--- src/rtl/gfskds_pkg.sv ---
// Shared constants, register indexes and the CORDIC arctangent table for the
// GFSK discriminator and slicer. No dependencies.
package gfskds_pkg;

  // Phase word: pi maps to 32768, so one full turn spans the 16-bit range.
  localparam int unsigned PhaseW   = 16;
  localparam int signed   PhaseMax = 32767;
  localparam int signed   PhaseMin = -32768;

  // Angle accumulator inside the CORDIC, wide enough for a quarter turn plus
  // the sum of every table entry.
  localparam int unsigned ZW       = 18;
  localparam int signed   ZQuarter = 16384;

  // Arctangent table: length and entry width.
  localparam int unsigned AtanLen  = 20;
  localparam int unsigned AtanW    = 14;
  localparam int unsigned AtanIdxW = 5;

  // Configuration register widths.
  localparam int unsigned SpsW     = 7;
  localparam int unsigned SkipW    = 16;
  localparam int unsigned GainW    = 24;
  localparam int unsigned CfgDataW = 24;
  localparam int unsigned CfgIdxW  = 2;

  // Quality output: 16 bits after a right shift of 16.
  localparam int unsigned QualW    = 16;
  localparam int unsigned QShift   = 16;

  // Configuration register indexes.
  localparam logic [CfgIdxW-1:0] RegSps  = 2'd0;
  localparam logic [CfgIdxW-1:0] RegSkip = 2'd1;
  localparam logic [CfgIdxW-1:0] RegGain = 2'd2;

  // Reset values of the configuration registers.
  localparam logic [SpsW-1:0]  SpsReset  = 7'd8;
  localparam logic [SkipW-1:0] SkipReset = 16'd0;
  localparam logic [GainW-1:0] GainReset = 24'd65536;

  // Default parameter values.
  localparam int unsigned DefMaxSps      = 64;
  localparam int unsigned DefSampleBits  = 16;
  localparam int unsigned DefCordicSteps = 16;

  // atan(2^-k) scaled so that pi is 32768.
  function automatic logic [AtanW-1:0] atan_lut(input logic [AtanIdxW-1:0] k);
    logic [AtanW-1:0] a;
    unique case (k)
      5'd0:    a = 14'd8192;
      5'd1:    a = 14'd4836;
      5'd2:    a = 14'd2555;
      5'd3:    a = 14'd1297;
      5'd4:    a = 14'd651;
      5'd5:    a = 14'd326;
      5'd6:    a = 14'd163;
      5'd7:    a = 14'd81;
      5'd8:    a = 14'd41;
      5'd9:    a = 14'd20;
      5'd10:   a = 14'd10;
      5'd11:   a = 14'd5;
      5'd12:   a = 14'd3;
      5'd13:   a = 14'd1;
      5'd14:   a = 14'd1;
      default: a = 14'd0;
    endcase
    return a;
  endfunction

endpackage

--- src/rtl/gfskds_cordic.sv ---
// Iterative vectoring CORDIC: one micro-rotation per clock on a single
// shift-add unit. Depends on gfskds_pkg for the arctangent table.
module gfskds_cordic
  import gfskds_pkg::*;
#(
  parameter int unsigned IN_W  = 33,
  parameter int unsigned STEPS = DefCordicSteps
) (
  input  logic                     clk_i,
  input  logic                     rst_ni,
  input  logic                     start_i,
  input  logic signed [IN_W-1:0]   x_i,
  input  logic signed [IN_W-1:0]   y_i,
  output logic                     done_o,
  output logic signed [PhaseW-1:0] phase_o
);

  localparam int unsigned XW   = IN_W + 1;
  localparam int unsigned Iter = (STEPS < AtanLen) ? STEPS : AtanLen;
  localparam int unsigned KW   = $clog2(Iter);

  logic                 busy_q;
  logic                 done_q;
  logic [KW-1:0]        k_q;
  logic signed [XW-1:0] x_q, y_q;
  logic signed [ZW-1:0] z_q;

  logic signed [XW-1:0] x_ext, y_ext, x0, y0, dx, dy, x_nx, y_nx;
  logic signed [ZW-1:0] z0, ang, z_nx;
  logic                 zero_in;

  assign x_ext   = XW'(x_i);
  assign y_ext   = XW'(y_i);
  assign zero_in = (x_i == '0) && (y_i == '0);

  // Quarter-turn pre-rotation brings the vector into the right half plane.
  always_comb begin
    x0 = x_ext;
    y0 = y_ext;
    z0 = '0;
    if (x_ext < 0) begin
      if (y_ext >= 0) begin
        x0 = y_ext;
        y0 = -x_ext;
        z0 = ZW'(ZQuarter);
      end else begin
        x0 = -y_ext;
        y0 = x_ext;
        z0 = -ZW'(ZQuarter);
      end
    end
  end

  // One micro-rotation. Arithmetic shifts round toward minus infinity.
  always_comb begin
    dx  = y_q >>> k_q;
    dy  = x_q >>> k_q;
    ang = signed'(ZW'(atan_lut(AtanIdxW'(k_q))));
    if (y_q >= 0) begin
      x_nx = x_q + dx;
      y_nx = y_q - dy;
      z_nx = z_q + ang;
    end else begin
      x_nx = x_q - dx;
      y_nx = y_q + dy;
      z_nx = z_q - ang;
    end
  end

  always_ff @(posedge clk_i or negedge rst_ni) begin
    if (!rst_ni) begin
      busy_q <= 1'b0;
      done_q <= 1'b0;
      k_q    <= '0;
    end else begin
      done_q <= 1'b0;
      if (!busy_q) begin
        if (start_i) begin
          if (zero_in) begin
            done_q <= 1'b1;
          end else begin
            busy_q <= 1'b1;
            k_q    <= '0;
          end
        end
      end else begin
        if (k_q == KW'(Iter - 1)) begin
          busy_q <= 1'b0;
          done_q <= 1'b1;
        end else begin
          k_q <= k_q + 1'b1;
        end
      end
    end
  end

  always_ff @(posedge clk_i) begin
    if (!busy_q) begin
      if (start_i) begin
        x_q <= x0;
        y_q <= y0;
        z_q <= zero_in ? '0 : z0;
      end
    end else begin
      x_q <= x_nx;
      y_q <= y_nx;
      z_q <= z_nx;
    end
  end

  // Saturate the angle so that a full half turn reads as the largest phase.
  always_comb begin
    if (z_q > ZW'(PhaseMax)) begin
      phase_o = PhaseW'(PhaseMax);
    end else if (z_q < ZW'(PhaseMin)) begin
      phase_o = PhaseW'(PhaseMin);
    end else begin
      phase_o = PhaseW'(z_q);
    end
  end

  assign done_o = done_q;

endmodule

--- src/rtl/gfsk_discriminator_slicer.sv ---
// Top level of the GFSK quadrature discriminator and symbol slicer.
// Depends on gfskds_pkg and gfskds_cordic.

// Each input transfer carries one complex sample. The block multiplies it by
// the conjugate of the previous sample on one shared 16x16 multiplier (four
// products in turn), takes the phase of that product with an iterative
// CORDIC that does one micro-rotation per clock, and sums the phases over
// samples_per_symbol samples, after start_skip samples of each frame have
// been discarded. At the end of every symbol one result transfer carries the
// sliced bit and a saturating quality figure. After the CORDIC, the last
// sample of a symbol also passes through the magnitude, quality multiply and
// output register load steps. A sample whose conjugate product is zero, such
// as the first sample of a frame, bypasses the micro-rotations. A skipped
// sample, and any sample while samples_per_symbol is zero, is taken without
// leaving the idle state. The CORDIC loop sets the rate.
// The result sits in an output register; the block takes further samples
// while it waits, and only stalls once a second result is ready before the
// first has been taken. The configuration port is always ready and must only
// be written while the block is idle; unused register indexes are ignored.
module gfsk_discriminator_slicer
  import gfskds_pkg::*;
#(
  parameter int unsigned MAX_SPS      = DefMaxSps,
  parameter int unsigned SAMPLE_BITS  = DefSampleBits,
  parameter int unsigned CORDIC_STEPS = DefCordicSteps
) (
  input  logic                clk_i,
  input  logic                rst_ni,
  // Configuration write channel.
  input  logic                cfg_valid_i,
  output logic                cfg_ready_o,
  input  logic [CfgIdxW-1:0]  cfg_index_i,
  input  logic [CfgDataW-1:0] cfg_data_i,
  // Sample channel.
  input  logic                in_valid_i,
  output logic                in_ready_o,
  input  logic signed [15:0]  sample_i_i,
  input  logic signed [15:0]  sample_q_i,
  input  logic                frame_start_i,
  // Symbol channel.
  output logic                out_valid_o,
  input  logic                out_ready_i,
  output logic                bit_res_o,
  output logic [QualW-1:0]    quality_o
);

  localparam int unsigned SB     = SAMPLE_BITS;
  localparam int unsigned ProdW  = 2 * SB;
  localparam int unsigned ReW    = ProdW + 1;
  localparam int unsigned SumW   = $clog2(MAX_SPS) + PhaseW;
  localparam int unsigned CntW   = $clog2(MAX_SPS + 1);
  localparam int unsigned CmpW   = ((CntW > SpsW) ? CntW : SpsW) + 1;
  localparam int unsigned QProdW = SumW + GainW;

  typedef enum logic [2:0] {
    S_IDLE,
    S_MUL,
    S_CORDIC,
    S_ABS,
    S_QMUL,
    S_EMIT
  } state_e;

  // Order of the four partial products of the conjugate multiply.
  typedef enum logic [2:0] {
    M_II,
    M_QQ,
    M_QI,
    M_IQ,
    M_LAST
  } mul_step_e;

  state_e                state_q;
  mul_step_e             mstep_q;

  // Configuration.
  logic [SpsW-1:0]       sps_q;
  logic [SkipW-1:0]      skip_cfg_q;
  logic [GainW-1:0]      gain_q;

  // Running state.
  logic signed [SB-1:0]  prev_i_q, prev_q_q;
  logic [SkipW-1:0]      skip_left_q;
  logic [CntW-1:0]       cnt_q;
  logic signed [SumW-1:0] sum_q;

  // Per-sample working registers.
  logic signed [SB-1:0]  cur_i_q, cur_q_q, op_pi_q, op_pq_q;
  logic signed [ProdW-1:0] prod_q;
  logic signed [ReW-1:0] re_q, im_q;
  logic                  start_q;
  logic signed [SumW-1:0] sum_fin_q;
  logic [SumW-1:0]       mag_q;
  logic [QProdW-1:0]     qprod_q;

  // Output register.
  logic                  out_valid_q;
  logic                  bit_q;
  logic [QualW-1:0]      quality_q;

  // Combinational helpers.
  logic signed [SB-1:0]  smp_i, smp_q, mul_a, mul_b;
  logic signed [ProdW-1:0] prod_d;
  logic [SkipW-1:0]      skip_now;
  logic signed [PhaseW-1:0] cord_phase;
  logic                  cord_done;
  logic signed [SumW-1:0] sum_d;
  logic [CmpW-1:0]       sps_ext, max_ext, sps_eff, cnt_inc;
  logic                  sym_end;
  logic                  q_sat;
  logic                  in_fire;
  logic                  emit_go;

  assign smp_i   = sample_i_i[SB-1:0];
  assign smp_q   = sample_q_i[SB-1:0];
  assign in_fire = in_valid_i && in_ready_o;

  assign cfg_ready_o = 1'b1;
  assign in_ready_o  = (state_q == S_IDLE);

  // A frame start loads the skip counter before this sample is judged.
  assign skip_now = frame_start_i ? skip_cfg_q : skip_left_q;

  // Shared multiplier operand selection.
  always_comb begin
    unique case (mstep_q)
      M_II: begin
        mul_a = cur_i_q;
        mul_b = op_pi_q;
      end
      M_QQ: begin
        mul_a = cur_q_q;
        mul_b = op_pq_q;
      end
      M_QI: begin
        mul_a = cur_q_q;
        mul_b = op_pi_q;
      end
      M_IQ: begin
        mul_a = cur_i_q;
        mul_b = op_pq_q;
      end
      default: begin
        mul_a = cur_i_q;
        mul_b = op_pi_q;
      end
    endcase
  end

  assign prod_d = ProdW'(mul_a) * ProdW'(mul_b);

  gfskds_cordic #(
    .IN_W  (ReW),
    .STEPS (CORDIC_STEPS)
  ) u_cordic (
    .clk_i   (clk_i),
    .rst_ni  (rst_ni),
    .start_i (start_q),
    .x_i     (re_q),
    .y_i     (im_q),
    .done_o  (cord_done),
    .phase_o (cord_phase)
  );

  // Symbol accounting. A symbol closes once the count reaches or passes the
  // setting, clamped to MAX_SPS.
  assign sum_d   = sum_q + SumW'(cord_phase);
  assign sps_ext = CmpW'(sps_q);
  assign max_ext = CmpW'(MAX_SPS);
  assign sps_eff = (sps_ext > max_ext) ? max_ext : sps_ext;
  assign cnt_inc = CmpW'(cnt_q) + 1'b1;
  assign sym_end = (cnt_inc >= sps_eff);

  assign q_sat = |qprod_q[QProdW-1:QShift+QualW];

  // A finished result loads the output register once it is free or is being
  // taken at this edge.
  assign emit_go = (state_q == S_EMIT) && (!out_valid_q || out_ready_i);

  always_ff @(posedge clk_i or negedge rst_ni) begin
    if (!rst_ni) begin
      state_q     <= S_IDLE;
      mstep_q     <= M_II;
      sps_q       <= SpsReset;
      skip_cfg_q  <= SkipReset;
      gain_q      <= GainReset;
      prev_i_q    <= '0;
      prev_q_q    <= '0;
      skip_left_q <= '0;
      cnt_q       <= '0;
      sum_q       <= '0;
      cur_i_q     <= '0;
      cur_q_q     <= '0;
      op_pi_q     <= '0;
      op_pq_q     <= '0;
      prod_q      <= '0;
      re_q        <= '0;
      im_q        <= '0;
      start_q     <= 1'b0;
      sum_fin_q   <= '0;
      mag_q       <= '0;
      qprod_q     <= '0;
      out_valid_q <= 1'b0;
      bit_q       <= 1'b0;
      quality_q   <= '0;
    end else begin
      if (cfg_valid_i && cfg_ready_o) begin
        unique case (cfg_index_i)
          RegSps:  sps_q      <= cfg_data_i[SpsW-1:0];
          RegSkip: skip_cfg_q <= cfg_data_i[SkipW-1:0];
          RegGain: gain_q     <= cfg_data_i[GainW-1:0];
          default: ;
        endcase
      end

      // The output register empties on a result transfer unless a new result
      // replaces it at the same edge.
      if (out_valid_q && out_ready_i && !emit_go) begin
        out_valid_q <= 1'b0;
      end

      unique case (state_q)
        S_IDLE: begin
          if (in_fire) begin
            cur_i_q  <= smp_i;
            cur_q_q  <= smp_q;
            // The previous sample counts as zero at a frame start.
            op_pi_q  <= frame_start_i ? '0 : prev_i_q;
            op_pq_q  <= frame_start_i ? '0 : prev_q_q;
            prev_i_q <= smp_i;
            prev_q_q <= smp_q;
            if (frame_start_i) begin
              cnt_q <= '0;
              sum_q <= '0;
            end
            if (skip_now != '0) begin
              skip_left_q <= skip_now - 1'b1;
            end else begin
              skip_left_q <= skip_now;
              if (sps_q != '0) begin
                mstep_q <= M_II;
                state_q <= S_MUL;
              end
            end
          end
        end
        S_MUL: begin
          // One product per cycle; each is added in the cycle after it.
          prod_q <= prod_d;
          unique case (mstep_q)
            M_II: mstep_q <= M_QQ;
            M_QQ: begin
              re_q    <= ReW'(prod_q);
              mstep_q <= M_QI;
            end
            M_QI: begin
              re_q    <= re_q + ReW'(prod_q);
              mstep_q <= M_IQ;
            end
            M_IQ: begin
              im_q    <= ReW'(prod_q);
              mstep_q <= M_LAST;
            end
            default: begin
              im_q    <= im_q - ReW'(prod_q);
              start_q <= 1'b1;
              state_q <= S_CORDIC;
            end
          endcase
        end
        S_CORDIC: begin
          start_q <= 1'b0;
          if (cord_done) begin
            if (sym_end) begin
              sum_fin_q <= sum_d;
              sum_q     <= '0;
              cnt_q     <= '0;
              state_q   <= S_ABS;
            end else begin
              sum_q   <= sum_d;
              cnt_q   <= cnt_q + 1'b1;
              state_q <= S_IDLE;
            end
          end
        end
        S_ABS: begin
          mag_q   <= (sum_fin_q < 0) ? SumW'(-sum_fin_q) : SumW'(sum_fin_q);
          state_q <= S_QMUL;
        end
        S_QMUL: begin
          qprod_q <= QProdW'(mag_q) * QProdW'(gain_q);
          state_q <= S_EMIT;
        end
        S_EMIT: begin
          // Hold until the output register is free.
          if (emit_go) begin
            out_valid_q <= 1'b1;
            bit_q       <= (sum_fin_q > 0);
            quality_q   <= q_sat ? '1 : qprod_q[QShift+QualW-1:QShift];
            state_q     <= S_IDLE;
          end
        end
        default: state_q <= S_IDLE;
      endcase
    end
  end

  assign out_valid_o = out_valid_q;
  assign bit_res_o   = bit_q;
  assign quality_o   = quality_q;

`ifndef SYNTHESIS
  // A result only appears after the quality path has run.
  a_emit_from_quality: assert property (@(posedge clk_i) disable iff (!rst_ni)
    $rose(out_valid_q) |-> $past(state_q == S_EMIT))
    else $error("result raised outside the emit step");

  // The CORDIC only finishes while the sequencer waits for it.
  a_cordic_done_owned: assert property (@(posedge clk_i) disable iff (!rst_ni)
    cord_done |-> (state_q == S_CORDIC))
    else $error("CORDIC finished while the sequencer was not waiting");

  // Between samples the symbol count stays below MAX_SPS.
  a_count_bound: assert property (@(posedge clk_i) disable iff (!rst_ni)
    (state_q == S_IDLE) |-> (CmpW'(cnt_q) < max_ext))
    else $error("symbol count reached its limit without closing the symbol");
`endif

endmodule
--- config.mk ---
export PLATFORM = sky130hd
export DESIGN_NAME = gfsk_discriminator_slicer
export DESIGN_NICKNAME = d
export VERILOG_FILES = /design/src/rtl/gfskds_pkg.sv /design/src/rtl/gfskds_cordic.sv /design/src/rtl/gfsk_discriminator_slicer.sv
export SDC_FILE = /design/constraint.sdc
export NUM_CORES = 2
export LEC_CHECK = 0
export BUFFER_PORTS_ARGS = -buffer_cell sky130_fd_sc_hd__buf_2
export CAP_MARGIN = 25
export CORE_UTILIZATION = 35
export DETAILED_ROUTE_END_ITERATION = 16
export PLACE_DENSITY_LB_ADDON = 0.08
export SKIP_LAST_GASP = 1
export SLEW_MARGIN = 20
export SYNTH_ARGS = -nofsm -noshare
export SYNTH_HDL_FRONTEND = slang
export SYNTH_SLANG_ARGS = --single-unit
--- constraint.sdc ---
create_clock -name clk_i -period 9.87 [get_ports clk_i]
set_input_delay 0.987 -clock clk_i [delete_from_list [all_inputs] [get_ports clk_i]]
set_output_delay 0.987 -clock clk_i [all_outputs]
set_load 0.01 [all_outputs]
[After elaboration in Yosys (flattened, before gate mapping)]
Memories as Yosys holds them, arrays and structs flattened.
Cells that the tools add are included.
Word-level totals
  bits in registers: 461
  bits in read-only memories: 224
  bits of input ports: 64
  output and inout bits: 20
  memories kept: 1
Memories
  (name not given): depth 16, bits a word 14, rd ports 1, clocked after memory_dff 0, wr ports 0, RTL line gfskds_pkg.sv:49  | unique case (k)
Operators by class
  add/sub/neg operators: 16
  multipliers: 2
  $lt $le $gt $ge: 9
  eq/ne operators: 21
  shift operators: 2
  muxes and demuxes: 69
  bitwise operators: 1
  reduce and logical (&&, ||, !) cells: 38
Operators by type and width (count)
  34-bit 2-to-1 mux: 10
  16-bit 2-to-1 mux: 9
  33-bit case mux with 2 select lines: 2
  22-bit 2-to-1 mux: 5
  18-bit 2-to-1 mux: 6
  34-bit adder: 2
  33-bit negator with 34-bit output: 2
  34-bit by 4-bit >>> shifter with 34-bit output: 2
  34-bit subtractor: 2
  33-bit zero test: 2
  22-bit by 24-bit multiplier with 46-bit output: 1
  22-bit case mux with 2 select lines: 1
  7-bit 2-to-1 mux: 5
  34-bit by 1-bit greater-or-equal comparator with 1-bit output, second input constant: 1
  33-bit by 32-bit adder with 33-bit output: 1
  33-bit by 1-bit greater-or-equal comparator with 1-bit output, second input constant: 1
  33-bit by 1-bit < comparator with 1-bit output, second input constant: 1
  33-bit by 32-bit subtractor with 33-bit output: 1
  16-bit by 16-bit multiplier with 32-bit output: 1
  3-bit 2-to-1 mux: 9
  22-bit by 16-bit adder with 22-bit output: 1
  22-bit by 1-bit > comparator with 1-bit output, second input constant: 1
  22-bit by 1-bit < comparator with 1-bit output, second input constant: 1
  22-bit negator: 1
  other kinds (45): 90

[Logic depth before layout (Yosys ltp)]
  depth in word-level cells: 8
  depth in mapped cells: 31
  gate-level depth less buffers: 29

[Modules after synthesis]
Synthesis repeated with hierarchy kept, for this count alone.
Second synthesis, totals
  cells, all modules: 7089
  area, all modules: 62043.3 um2
Modules (own cells, without submodules)
  gfsk_discriminator_slicer: instances 1, cells an instance 5106, area each 46051.7 um2, seq. area each 8836.0 um2
  gfskds_cordic: instances 1, cells an instance 1983, area each 15991.6 um2, seq. area each 2732.6 um2

[Least setup slack after synthesis]
Ideal clock, no wire load.
  kind: reg-to-reg
  start point: register mstep_q[0]
  end point: register prod_q[31]
  setup time: 130 ps
  arrival: 7828 ps
  required time: 9740 ps
  slack: 1912 ps
  stages on the path, launching flop included: 31
  path buffers: 3
  clock period less this slack: 7958 ps
  path through: dfrtp_1 -> clkbuf_1 -> xnor2_1 -> nor2_1 -> clkbuf_1 -> clkbuf_1 -> mux2i_1 -> nor2_1 -> fa_1 -> inv_1 -> fa_1 -> fa_1 -> inv_1 -> fa_1 -> fa_1 -> inv_1 -> fa_1 -> inv_1 -> ha_1 -> and3_1 -> a31oi_1 -> o21ai_0 -> a41oi_1 -> o31a_1 -> a31o_2 -> o211ai_1 -> o31a_1 -> or4_1 -> a31oi_1 -> xnor2_1 -> o21ai_1
Between the ends
  cells in the longest elaborated chain, start to end: 4
Ends and longest elaborated chain
  start: declaration: RTL line gfsk_discriminator_slicer.sv:74  | mul_step_e mstep_q;
  start signal: assignment: RTL line gfsk_discriminator_slicer.sv:183  | mstep_q <= M_II;
  start signal: assignment: RTL line gfsk_discriminator_slicer.sv:241  | mstep_q <= M_II;
  start signal: assignment: RTL line gfsk_discriminator_slicer.sv:251  | M_II: mstep_q <= M_QQ;
  3-bit by 2-bit == test with 1-bit output / 3-bit by 1-bit == test with 1-bit output (equally long branches): RTL line gfsk_discriminator_slicer.sv:126  | unique case (mstep_q)
  2-bit OR reduction (no source line)
  16-bit 2-to-1 mux: RTL line gfsk_discriminator_slicer.sv:126
  16-bit by 16-bit multiplier with 32-bit output *: RTL line gfsk_discriminator_slicer.sv:150  | assign prod_d = ProdW'(mul_a) * ProdW'(mul_b);
  end signal: assignment: RTL line gfsk_discriminator_slicer.sv:249  | prod_q <= prod_d;
  end: declaration: RTL line gfsk_discriminator_slicer.sv:89  | logic signed [ProdW-1:0] prod_q;
Mark *: on every way between the ends. The rest lies on a longest branch, timed or not.
A chain may end at the register's enable or synchronous reset.

[Worst setup path in the final report]
Same ends and word-level chain as after synthesis.

==> metrics.md <==
| Metric | Value |
|---|---|
| Setup bufs post-CTS | `0` |
| Setup crit end | `prod_q[31]` |
| Hold Slack | `0.313 ns` |
| Maxcap violations | `0` |
| Worst Skew | `0.0243 ns` |
| TritonCTS Buffers | `61` |
| Synth Cell Area | `60,100 sq um` |
| Hold Buf Count CTS | `0` |
| Syn_area_per_cell | `8.76 sq um` |
| Vias in the first global route | `49,200` |
| Final Hold Fails | `0` |
| Multi-input logic area | `44,000 sq um` |
| Number of distinct library cells after synthesis | `91` |
| Final WL | `186,000 um` |
| H-tree levels | `2` |
| CP arrival | `8.96 ns` |
| Antenna violations before repair | `3` |
| Clock Tree Buf Depth | `3` |
| First-pass GRT wire length | `296,000 um` |
| Root buffer cell | `clkbuf_16` |
| R2r setup slk | `1.48 ns` |
| Resize count post-CTS | `0` |
| # port buffers | `82` |
| Final ANT Viol Nets | `0` |
| Drt drc | `0` |
| Sink Count | `445` |
| Total die area | `173,000 sq um` |
| WP buf/inv | `5` |
| Fin. max-slew vios | `0` |
| Final setup viols | `0` |
| Synth warn | `0` |
| Grt ovf | `0` |
| Crit path max fanout | `17` |
| # nets final | `7,999` |
| # fillers | `17,500` |
| Ranking of synthesized cells by area | `fa_1 23%, dfrtp_1 15%, ha_1 9.0%, nand2_1 6.8%, inv_1 5.5%` |
| Crit-path most repeated cell | `fa_1` |
| Syn Inst Count | `6,857` |
| Iter 0 DRT Violations | `2,840` |
| Core area | `170,000 sq um` |
| DR vias/cell | `5.18` |
| Initial Utilization | `0.354` |
| Layout Area Growth over Synthesis | `8.44%` |
| Clk Latency, worst-skew pair | `0.70 ns` |
| Setup tns final | `0 ns` |
| Period minus WS final | `8.39 ns` |
| Number of synthesized flops with an enable pin | `86` |
| Reg2reg path depth | `28` |
| Crit end category | `register` |
| Reg-to-Reg Start | `mstep_q[0]` |
| CTS tree | `yes` |
| Critical path launch point type | `register` |
| RSZ-0062 raised after global routing | `no` |
| Post-synth top area cell | `fa_1` |
| Critical Path RT | `10.44 ns` |
| CP top delay family | `adder cells` |
| Outcome | `completed` |
| Final GP Congestion | `0.872` |
| RR Endpoint | `prod_q[31]` |
| I/O Pins | `84` |
| Synthesized flop and latch total | `445` |
| Clk pin slew, worst setup/hold paths | `0.07 ns` |
| Post-synth top area share | `0.235` |
| Slew @ Worst Pin | `1.07 ns` |
| Hpwl dp | `146,000 um` |
| First drt pass iteration count | `5` |
| FF+latch area | `11,600 sq um` |
| GRT Util Overall | `0.219` |
| Worst slew margin | `0.264` |
| Crit Path Category | `reg2reg` |
| CP max stage cell | `mux2i_1` |
| Sequential area share after synthesis | `0.193` |
| Largest net degree at the start of global routing | `98` |
| Top_reg_cell synth | `dfrtp_1` |
| CP max stage delay | `0.65 ns` |
| Die width | `416 um` |
| Fmax | `119 MHz` |
| Tcrit/Tclk final | `0.850` |
| Post-synth ARST share | `0.807` |
| Hold Path Class | `in2async` |
| Proportion of layout cells with a drive suffix above 1 | `0.0807` |
| Inst Count DP | `8,954` |
| Row cnt | `151` |
| Die H | `416 um` |
| Routed vias | `47,000` |
| Syn nets | `8,056` |
| Crit path from | `mstep_q[0]` |
| Final non-filler cell total | `9,073` |
| DR WL/cell | `20.5 um` |
| WP depth | `28` |
-- kinds of logic (layout without fill, tap and decap cells) --
family | Yosys count | in the layout | synth area share
flops | 445 | 445 | 0.193
mux | 295 | 295 | 0.0662
xor+xnor | 366 | 366 | 0.0534
other cells | 1 | 4 | 0.0000624
buf+inv | 1206 | 1201 | 0.0767
simple gates | 2259 | 2259 | 0.171
fa+ha+maj | 1135 | 1135 | 0.324
compound gates | 1150 | 1150 | 0.115
-- through the flow --
stage | setup slack, ns | utilization | cell area (sq um)
global placement | 1.55 | 0.370 | 62900
global route | 0.961 | 0.384 | 65100
floorplan | 1.91 | - | 60100
detailed placement | 1.44 | 0.371 | 63000
CTS | 1.42 | 0.383 | 65100
finish | 1.48 | 0.384 | 65100
-- Yosys cell counts (all sizes together), types with 32 or more instances --
master	instances
dfrtp	357
buf	44
edfxtp	86
a21o	80
mux4	69
mux2	129
mux2i	97
fa	704
a21oi	316
nand2b	58
ha	431
nand2	1097
clkbuf	274
nor2	431
nor2b	53
nand3	64
or3	51
nor3	79
inv	886
o21ai	429
xnor2	203
a31oi	32
o31ai	34
nand3b	42
and2	247
xor2	163
-- sequential cells by signal (all words and copies together) (netlist names), 7 cells and up --
name / flops
op_pq_q: 16
u_cordic.y_q: 34
cur_q_q: 16
u_cordic.x_q: 34
sum_fin_q: 22
sum_q: 22
gain_q: 24
skip_left_q: 16
re_q: 33
quality_o: 16
cnt_q: 7
prod_q: 32
sps_q: 7
u_cordic.z_q: 18
qprod_q: 30
im_q: 33
cur_i_q: 16
skip_cfg_q: 16
op_pi_q: 16
mag_q: 22
-- cell usage in the layout, fill, tap and decap left out, drive strengths merged, types with 203 or more instances in the layout --
cell type  count
inv          886
nor2         431
xnor2        203
dfrtp        357
a21oi        316
nand2       1097
fa           704
and2         247
ha           431
o21ai        429
-- routing by layer --
| metal | wire (um) | track usage | up-vias |
|---|---|---|---|
| met5 | 0 | 0 | - |
| met4 | 4760 | 0.0559 | 0 |
| met3 | 5860 | 0.0195 | 216 |
| met2 | 93600 | 0.386 | 771 |
| met1 | 81800 | 0.286 | 23700 |
| li1 | - | - | 22300 |
-- worst min-delay path by stage --
stage	start	to	slack, ns	depth (start not counted)
after floorplan	op_pi_q[15]	op_pi_q[15]	0.43	2
after global placement	op_pq_q[15]	op_pq_q[15]	0.45	2
after detailed placement	op_pi_q[9]	op_pi_q[9]	0.46	2
after CTS	rst_ni	cur_i_q[11]	0.35	1
after global routing	rst_ni	cur_i_q[12]	0.37	1
final	rst_ni	cur_i_q[12]	0.31	1
-- worst register-to-register path: cells and delay by family, from the launching register on --
family / cells / cell delay, ns
adders and majority gates: 7 / 3.35
muxes: 1 / 0.65
xor gates and xnor gates: 2 / 0.35
buffers and inverters: 5 / 0.54
AOI/OAI and AO/OA: 9 / 1.82
and+or+nand+nor: 4 / 1.11
DFF: 1 / 0.46
-- cell type report --
type | count | area share
Antenna cell | 3 | 0.000115
Clock buffer | 89 | 0.0277
Clock inverter | 26 | 0.00517
Inverter | 888 | 0.0512
Multi-Input combinational cell | 5206 | 0.675
Sequential cell | 445 | 0.178
Tap cell | 2218 | 0.0426
Timing Repair Buffer | 198 | 0.0206
Power is not shown: default switching activity piles up to over one toggle a cycle in this logic, so the estimate is an artifact.
